[src/boc_pkg.sv]
// Shared types and constants for the bytecode opcode unpacker.
package boc_pkg;

  localparam int unsigned WORD_COUNT_BITS = 24;
  localparam int unsigned CNT_BITS        = WORD_COUNT_BITS + 1;
  localparam int unsigned OPCODE_BITS     = 6;
  localparam int unsigned ARG_BITS        = 32;
  localparam int unsigned BYTE_BITS       = 8;
  localparam int unsigned QUEUE_DEPTH     = 2;
  localparam int unsigned QPTR_BITS       = $clog2(QUEUE_DEPTH);
  localparam int unsigned QCNT_BITS       = $clog2(QUEUE_DEPTH + 1);

  typedef enum logic [1:0] {
    FORM_SHORT = 2'd0,
    FORM_BIT   = 2'd1,
    FORM_BYTE  = 2'd2,
    FORM_WORD  = 2'd3
  } form_e;

  typedef struct packed {
    logic [OPCODE_BITS-1:0] opcode;
    logic [ARG_BITS-1:0]    argument;
    logic                   has_arg;
  } op_t;

endpackage

[src/boc_front.sv]
// Front end: accepts packed bytes and assembles complete instructions.
module boc_front (
  input  logic          clk_i,
  input  logic          rst_ni,
  input  logic          restart_i,
  input  logic          in_valid_i,
  output logic          in_stall_o,
  input  logic [7:0]    in_byte_i,
  input  logic          full_i,
  output logic          push_o,
  output boc_pkg::op_t  op_o
);
  import boc_pkg::*;

  typedef enum logic [2:0] {
    PH_LEAD = 3'd0,
    PH_BYTE = 3'd1,
    PH_W0   = 3'd2,
    PH_W1   = 3'd3,
    PH_W2   = 3'd4,
    PH_W3   = 3'd5
  } phase_e;

  phase_e                 phase_q, phase_d;
  logic [OPCODE_BITS-1:0] opcode_q, opcode_d;
  logic [ARG_BITS-1:0]    arg_q, arg_d;
  logic                   accept;

  assign in_stall_o = full_i;
  assign accept     = in_valid_i && !full_i;

  always_comb begin
    phase_d  = phase_q;
    opcode_d = opcode_q;
    arg_d    = arg_q;
    push_o   = 1'b0;
    op_o     = '0;
    if (accept) begin
      case (phase_q)
        PH_LEAD: begin
          case (form_e'(in_byte_i[1:0]))
            FORM_SHORT: begin
              push_o      = 1'b1;
              op_o.opcode = in_byte_i[7:2];
            end
            FORM_BIT: begin
              push_o        = 1'b1;
              op_o.opcode   = {1'b0, in_byte_i[7:3]};
              op_o.argument = {{(ARG_BITS-1){1'b0}}, in_byte_i[2]};
              op_o.has_arg  = 1'b1;
            end
            FORM_BYTE: begin
              opcode_d = in_byte_i[7:2];
              arg_d    = '0;
              phase_d  = PH_BYTE;
            end
            FORM_WORD: begin
              opcode_d = in_byte_i[7:2];
              arg_d    = '0;
              phase_d  = PH_W0;
            end
            default: phase_d = PH_LEAD;
          endcase
        end
        PH_BYTE: begin
          push_o        = 1'b1;
          op_o.opcode   = opcode_q;
          op_o.argument = {{(ARG_BITS-BYTE_BITS){1'b0}}, in_byte_i};
          op_o.has_arg  = 1'b1;
          phase_d       = PH_LEAD;
        end
        PH_W0: begin
          arg_d[7:0] = in_byte_i;
          phase_d    = PH_W1;
        end
        PH_W1: begin
          arg_d[15:8] = in_byte_i;
          phase_d     = PH_W2;
        end
        PH_W2: begin
          arg_d[23:16] = in_byte_i;
          phase_d      = PH_W3;
        end
        PH_W3: begin
          push_o        = 1'b1;
          op_o.opcode   = opcode_q;
          op_o.argument = {in_byte_i, arg_q[23:0]};
          op_o.has_arg  = 1'b1;
          phase_d       = PH_LEAD;
        end
        default: phase_d = PH_LEAD;
      endcase
    end
  end

  always_ff @(posedge clk_i or negedge rst_ni) begin
    if (!rst_ni) begin
      phase_q  <= PH_LEAD;
      opcode_q <= '0;
      arg_q    <= '0;
    end else if (restart_i) begin
      phase_q  <= PH_LEAD;
      opcode_q <= '0;
      arg_q    <= '0;
    end else begin
      phase_q  <= phase_d;
      opcode_q <= opcode_d;
      arg_q    <= arg_d;
    end
  end

endmodule

[src/boc_queue.sv]
// Short queue of assembled instructions between front end and back end.
module boc_queue (
  input  logic          clk_i,
  input  logic          rst_ni,
  input  logic          restart_i,
  input  logic          push_i,
  input  boc_pkg::op_t  op_i,
  output logic          full_o,
  output logic          valid_o,
  input  logic          pop_i,
  output boc_pkg::op_t  op_o
);
  import boc_pkg::*;

  op_t                  mem_q [QUEUE_DEPTH];
  logic [QPTR_BITS-1:0] wr_ptr_q, rd_ptr_q;
  logic [QCNT_BITS-1:0] cnt_q;
  logic                 do_push, do_pop;

  assign full_o  = (cnt_q == QCNT_BITS'(QUEUE_DEPTH));
  assign valid_o = (cnt_q != '0);
  assign op_o    = mem_q[rd_ptr_q];
  assign do_push = push_i && !full_o;
  assign do_pop  = pop_i && valid_o;

  always_ff @(posedge clk_i) begin
    if (do_push) begin
      mem_q[wr_ptr_q] <= op_i;
    end
  end

  always_ff @(posedge clk_i or negedge rst_ni) begin
    if (!rst_ni) begin
      wr_ptr_q <= '0;
      rd_ptr_q <= '0;
      cnt_q    <= '0;
    end else if (restart_i) begin
      wr_ptr_q <= '0;
      rd_ptr_q <= '0;
      cnt_q    <= '0;
    end else begin
      if (do_push) begin
        wr_ptr_q <= (wr_ptr_q == QPTR_BITS'(QUEUE_DEPTH - 1)) ? '0 : wr_ptr_q + 1'b1;
      end
      if (do_pop) begin
        rd_ptr_q <= (rd_ptr_q == QPTR_BITS'(QUEUE_DEPTH - 1)) ? '0 : rd_ptr_q + 1'b1;
      end
      case ({do_push, do_pop})
        2'b10:   cnt_q <= cnt_q + 1'b1;
        2'b01:   cnt_q <= cnt_q - 1'b1;
        default: cnt_q <= cnt_q;
      endcase
    end
  end

endmodule

[src/boc_back.sv]
// Back end: counts unpacked words, flags completion and overrun, holds the result.
module boc_back (
  input  logic                                clk_i,
  input  logic                                rst_ni,
  input  logic                                restart_i,
  input  logic [boc_pkg::WORD_COUNT_BITS-1:0] code_words_i,
  input  logic                                q_valid_i,
  input  boc_pkg::op_t                        q_op_i,
  output logic                                q_pop_o,
  output logic                                out_valid_o,
  input  logic                                out_stall_i,
  output logic [boc_pkg::OPCODE_BITS-1:0]     opcode_o,
  output logic signed [boc_pkg::ARG_BITS-1:0] argument_o,
  output logic                                has_argument_o,
  output logic [boc_pkg::WORD_COUNT_BITS-1:0] word_index_o,
  output logic                                last_op_o,
  output logic                                overrun_o
);
  import boc_pkg::*;

  logic [CNT_BITS-1:0]    count_q, count_d;
  logic                   finished_q, finished_d;
  logic                   valid_q, valid_d;
  logic [OPCODE_BITS-1:0] opcode_q;
  logic [ARG_BITS-1:0]    arg_q;
  logic                   has_arg_q, last_q, over_q;
  logic [WORD_COUNT_BITS-1:0] index_q;

  logic [CNT_BITS-1:0]    cw_ext, next_count;
  logic [CNT_BITS:0]      arg_pos;
  logic                   at_end, emit, last, over;

  assign cw_ext     = {1'b0, code_words_i};
  assign at_end     = finished_q || (count_q >= cw_ext);
  assign q_pop_o    = q_valid_i && (!valid_q || !out_stall_i);
  assign emit       = q_pop_o && !at_end;
  assign next_count = count_q + (q_op_i.has_arg ? CNT_BITS'(2) : CNT_BITS'(1));
  assign arg_pos    = {1'b0, count_q} + (CNT_BITS+1)'(1);
  assign last       = next_count >= cw_ext;
  assign over       = q_op_i.has_arg && (arg_pos >= {1'b0, cw_ext});

  always_comb begin
    count_d    = count_q;
    finished_d = finished_q;
    valid_d    = valid_q && out_stall_i;
    if (q_pop_o) begin
      if (at_end) begin
        finished_d = 1'b1;
      end else begin
        count_d    = next_count;
        finished_d = last;
        valid_d    = 1'b1;
      end
    end
  end

  always_ff @(posedge clk_i or negedge rst_ni) begin
    if (!rst_ni) begin
      count_q    <= '0;
      finished_q <= 1'b0;
      valid_q    <= 1'b0;
    end else if (restart_i) begin
      count_q    <= '0;
      finished_q <= 1'b0;
      valid_q    <= 1'b0;
    end else begin
      count_q    <= count_d;
      finished_q <= finished_d;
      valid_q    <= valid_d;
    end
  end

  always_ff @(posedge clk_i) begin
    if (emit) begin
      opcode_q  <= q_op_i.opcode;
      arg_q     <= q_op_i.argument;
      has_arg_q <= q_op_i.has_arg;
      index_q   <= count_q[WORD_COUNT_BITS-1:0];
      last_q    <= last;
      over_q    <= over;
    end
  end

  assign out_valid_o    = valid_q;
  assign opcode_o       = opcode_q;
  assign argument_o     = $signed(arg_q);
  assign has_argument_o = has_arg_q;
  assign word_index_o   = index_q;
  assign last_op_o      = last_q;
  assign overrun_o      = over_q;

endmodule

[src/bytecode_opcode_unpacker_unit.sv]
// Bytecode opcode unpacker: one packed byte in per cycle unless stalled; one instruction out
// when complete. Bytes stall only while the queue is full; an instruction's final byte
// writes it into the queue, and the output register loads it from there when not stalled.
// A two-entry queue separates byte assembly from word counting, so input keeps flowing for
// two instructions while the output is stalled. Writing code_words restarts the unit; once
// the op that reaches the code size has been delivered, later bytes are taken and discarded
// until the next write.
module bytecode_opcode_unpacker_unit (
  input  logic                                clk_i,
  input  logic                                rst_ni,
  input  logic                                cfg_we_i,
  input  logic [boc_pkg::WORD_COUNT_BITS-1:0] cfg_data_i,
  input  logic                                in_valid_i,
  output logic                                in_stall_o,
  input  logic [7:0]                          in_byte_i,
  output logic                                out_valid_o,
  input  logic                                out_stall_i,
  output logic [boc_pkg::OPCODE_BITS-1:0]     opcode_o,
  output logic signed [boc_pkg::ARG_BITS-1:0] argument_o,
  output logic                                has_argument_o,
  output logic [boc_pkg::WORD_COUNT_BITS-1:0] word_index_o,
  output logic                                last_op_o,
  output logic                                overrun_o
);
  import boc_pkg::*;

  logic [WORD_COUNT_BITS-1:0] code_words_q;
  logic                       push, full, q_valid, q_pop;
  op_t                        push_op, q_op;

  always_ff @(posedge clk_i or negedge rst_ni) begin
    if (!rst_ni) begin
      code_words_q <= '0;
    end else if (cfg_we_i) begin
      code_words_q <= cfg_data_i;
    end
  end

  boc_front u_front (
    .clk_i      (clk_i),
    .rst_ni     (rst_ni),
    .restart_i  (cfg_we_i),
    .in_valid_i (in_valid_i),
    .in_stall_o (in_stall_o),
    .in_byte_i  (in_byte_i),
    .full_i     (full),
    .push_o     (push),
    .op_o       (push_op)
  );

  boc_queue u_queue (
    .clk_i     (clk_i),
    .rst_ni    (rst_ni),
    .restart_i (cfg_we_i),
    .push_i    (push),
    .op_i      (push_op),
    .full_o    (full),
    .valid_o   (q_valid),
    .pop_i     (q_pop),
    .op_o      (q_op)
  );

  boc_back u_back (
    .clk_i          (clk_i),
    .rst_ni         (rst_ni),
    .restart_i      (cfg_we_i),
    .code_words_i   (code_words_q),
    .q_valid_i      (q_valid),
    .q_op_i         (q_op),
    .q_pop_o        (q_pop),
    .out_valid_o    (out_valid_o),
    .out_stall_i    (out_stall_i),
    .opcode_o       (opcode_o),
    .argument_o     (argument_o),
    .has_argument_o (has_argument_o),
    .word_index_o   (word_index_o),
    .last_op_o      (last_op_o),
    .overrun_o      (overrun_o)
  );

endmodule

[config.mk]
export PLATFORM = sky130hd
export DESIGN_NAME = bytecode_opcode_unpacker_unit
export DESIGN_NICKNAME = d
export VERILOG_FILES = /design/src/boc_pkg.sv /design/src/boc_front.sv /design/src/boc_queue.sv /design/src/boc_back.sv /design/src/bytecode_opcode_unpacker_unit.sv
export SDC_FILE = /design/constraint.sdc
export NUM_CORES = 1
export LEC_CHECK = 0
export ABC_AREA = 0
export ABC_CLOCK_PERIOD_IN_PS = 3600
export BUFFER_PORTS_ARGS = -buffer_cell sky130_fd_sc_hd__buf_2
export CAP_MARGIN = 40
export CORE_ASPECT_RATIO = 1.1
export CORE_MARGIN = 10
export CORE_UTILIZATION = 50
export CTS_CLUSTER_SIZE = 40
export DETAILED_ROUTE_END_ITERATION = 16
export PLACE_DENSITY = 0.71
export SETUP_SLACK_MARGIN = 0.15
export SYNTH_ARGS = -nofsm -noshare
export SYNTH_HDL_FRONTEND = slang
export SYNTH_SLANG_ARGS = --single-unit
[constraint.sdc]
create_clock -name clk_i -period 3.6 [get_ports clk_i]
set_input_delay 0.18 -clock clk_i [delete_from_list [all_inputs] [get_ports clk_i]]
set_output_delay 0.18 -clock clk_i [all_outputs]
set_load 0.01 [all_outputs]
==> results.tsv <==
stage	metric	value	unit
power_and_ir_drop	maximum VDD drop	0.000374	V
logic_synthesis	Async SR Flop Fraction	38.1	%
sta	slew margin rel.	41.2	%
worst_setup_path	slowest CP cell	dfrtp_1	
sta	Final Hold Fails	0	
logic_synthesis	register area share after synthesis	55.0	%
min_path	Tightest Hold Check Type	in -> reg	
die	die height	181	µm
worst_setup_path	crit path DAT	3.80	ns
die	die width	167	µm
layout	Final #Nets	1246	
clocking	TritonCTS buffer count	25	
die	die area	30200	µm²
die	Starting Density	51.2	%
routing	DR vias	8065	
sta	fmax	284	MHz
die	core area	23100	µm²
global_routing	first-pass GRT wire length	44700	µm
routing	vias per inst	5.55	
clocking	CTS Root Cell	clkbuf_16	
global_routing	largest net degree at the start of global routing	62	
layout	commonest cells after routing, fill and taps aside	143 x edfxtp_1, 101 x buf_2, 88 x dfrtp_1	
logic_synthesis	Mapped Area	11800	µm²
clocking	worst-skew pair later-pin latency	0.52	ns
logic_synthesis	Post-synth EDFFs	143	
global_routing	total gr overflow	0	
worst_setup_path	critical path class	reg -> reg	
die	top-level port count	104	
layout	synth-to-layout area growth	20.6	%
global_routing	number of global-route vias before repair	8179	
logic_synthesis	Synth Flop Type	edfxtp_1	
clocking	CTS sink count	231	
clocking	H-tree depth	1	
logic_synthesis	Synth warnings	0	
routing	# DRC	0	
global_routing	GRT Total Usage	18.0	%
logic_synthesis	Post-Syn Nets	1081	
layout	multi-input logic area	5060	µm²
placement	Port Buffer Count	103	
worst_setup_path	Worst setup SP type	flip-flop	
placement	placer's final routability congestion estimate	0.940	
layout	commonest non-fill, non-tap cell in the layout	edfxtp_1	
worst_setup_path	CP required	3.87	ns
routing	wire per inst	19.4	µm
die	row count	58	
sta	# setup viols final	0	
global_routing	initial antenna violation count	0	
layout	Non-Filler Instances	1452	
placement	dpl cell area	13000	µm²
layout	layout cells sized above 1	27.4	%
worst_setup_path	critical path capture point type	flip-flop	
logic_synthesis	Syn Inst Count	968	
layout	post-layout util	61.8	%
layout	Fill cells	1814	
power_and_ir_drop	Final Power	8.07	mW
status	status	finished clean	
sta	RSZ-0062 raised after global routing	yes	
logic_synthesis	Yosys reg bits	231	
routing	Iter 0 DRT Violations	436	
logic_synthesis	synth unique cells	66	
power_and_ir_drop	Pwr Density	566	nW/µm²
sta	Total Neg Setup Slack	0	ns
sta	Final Slew Violations	0	
placement	dpl cells	1368	
routing	DRT Wirelength	28100	µm
clocking	Clk pin slew, worst setup/hold paths	0.06	ns
layout	Final Instance Area	14300	µm²
sta	fin crit period	3.53	ns
sta	Max Clock Skew	0.00676	ns
routing	Final ANT Viol Nets	0	
power_and_ir_drop	Static Leakage	6.02	nW
sta	worst slew pin tran	0.881	ns
clocking	CTS tree	done	
layout	ant diodes	0	
logic_synthesis	synthesized area per cell	12.2	µm²
sta	period utilization	98.0	%
placement	DP HPWL	19500	µm
worst_setup_path	CP peak stage delay	0.39	ns
layout	Register Area	6500	µm²
worst_setup_path	CP Max Fanout	5	
clocking	Clock Tree Buf Depth	3	
worst_setup_path	CP Cell Sequence	mux2_4 > inv_4 > ha_4 > fa_2 > nand3_4 > or2_4 > nor2_4 > nand3_2 > xnor2_2 > ha_1 > a21oi_2 > o21ai_2 > a221o_1 > a211o_1 > a31oi_2 > nand2_1	
routing	drt pass-1 iters	5	
job	maxcap violations	0	
## synthesized netlist by cell type, drive strengths merged, types with 5 or more instances
| master | count | share of area [%] |
|---|---|---|
| o21ai | 44 | 1.9 |
| a21oi | 30 | 1.3 |
| and3 | 8 | 0.42 |
| buf | 25 | 1.1 |
| ha | 75 | 7.9 |
| clkbuf | 29 | 0.94 |
| a21o | 16 | 1.0 |
| edfxtp | 143 | 36 |
| nor2 | 67 | 2.2 |
| nor4 | 26 | 2.3 |
| mux2i | 8 | 0.68 |
| nand2b | 10 | 0.53 |
| xor2 | 12 | 0.89 |
| nand4 | 16 | 0.85 |
| a22o | 23 | 1.7 |
| inv | 32 | 1.0 |
| mux2 | 66 | 6.9 |
| and2 | 28 | 1.5 |
| nor3 | 5 | 0.21 |
| nand3 | 26 | 1.1 |
| and4 | 8 | 0.59 |
| o31ai | 5 | 0.32 |
| a22oi | 6 | 0.38 |
| nor2b | 25 | 1.3 |
| xnor2 | 38 | 2.8 |
| dfrtp | 88 | 19 |
| a31oi | 5 | 0.26 |
| nand2 | 73 | 2.3 |
## per-stage QoR
step / setup slack, ns / hold WS (ns)
2_1_floorplan: 0.153 / -0.116
3_3_place_gp: 0.0647 / 0.386
3_5_place_dp: -0.00584 / 0.0563
4_1_cts: 0.0689 / 0.0195
5_1_grt: -0.105 / 0.0506
6_report: 0.0728 / 0.0428
## cells by family after synthesis
family,count (synthesis),synth area share [%]
AOI/OAI and AO/OA,149,8.35
xor gates and xnor gates,50,3.70
adders and majority gates,76,8.11
buffers and inverters,86,3.08
DFF,231,55.0
muxes,74,7.54
and+or+nand+nor,302,14.3
## path summary, 6_finish.rpt
path | from | cells after the start | to | slack (ns)
worst max-delay path | u_queue.rd_ptr_q$_DFFE_PN0P_ | 16 | u_back.last_op_o$_DFFE_PP_ | 0.07
worst min-delay path | in_byte_i[7] | 3 | u_front.opcode_q[5]$_DFFE_PN0P_ | 0.04
worst max register to register | u_queue.rd_ptr_q$_DFFE_PN0P_ | 16 | u_back.last_op_o$_DFFE_PP_ | 0.07
worst min register to register | u_front.opcode_q[4]$_DFFE_PN0P_ | 2 | u_front.opcode_q[4]$_DFFE_PN0P_ | 0.49
max in group asynchronous | rst_ni | 3 | u_front.arg_q[2]$_DFFE_PN0P_ | 2.97
min in group asynchronous | rst_ni | 2 | code_words_q[12]$_DFFE_PN0P_ | 0.06
## sequential cells by signal, indices dropped and copies added (netlist names), 2 cells and up
name / count
u_front.arg_q: 24
u_back.count_q: 25
u_front.opcode_q: 6
u_front.phase_q: 3
u_back.argument_o: 32
u_back.opcode_o: 6
u_queue.cnt_q: 2
u_queue.mem_q: 78
code_words_q: 24
u_back.word_index_o: 24
## metal layers
metal  part of all wire [%]  track usage [%]
met5                      0                0
met4                    2.0             4.43
met3                    5.3             3.00
met2                     51             32.1
met1                     41             22.2
## layout make-up
| cell class | instances | share of cell area (%) |
|---|---|---|
| sequential | 231 | 45.6 |
| multi-input combinational | 651 | 35.5 |
| clock buffer | 30 | 4.74 |
| tap | 300 | 2.63 |
| timing repair buffer | 192 | 9.30 |
| clock inverter | 16 | 1.36 |
| inverter | 32 | 0.860 |
## worst max-delay path, delay by kind of cell (launching register included)
kind                       cells  cell delay (ns)
DFF                            1             0.39
and+or+nand+nor                5             0.71
muxes                          1             0.34
buffers and inverters          1             0.07
AOI/OAI and AO/OA              5             0.95
adders and majority gates      3             0.66
xor gates and xnor gates       1             0.15
## where the power goes
part / switching (mW) / internal [mW] / leakage (nW) / total, mW
clock network: 1.05 / 1.63 / 0.415 / 2.68
logic: 1.13 / 0.726 / 3.10 / 1.86
registers: 0.141 / 3.39 / 2.50 / 3.53
total: 2.33 / 5.74 / 6.02 / 8.07
## what timing repair did
item	CTS	global route
buffers inserted	10	2
gates resized for setup	2	14
hold buffers	26	0
setup endpoints to repair	2	4
pin swaps	8	5
endpoints found under the hold margin	113	0
No activity file was read; power rests on OpenSTA's default activity.
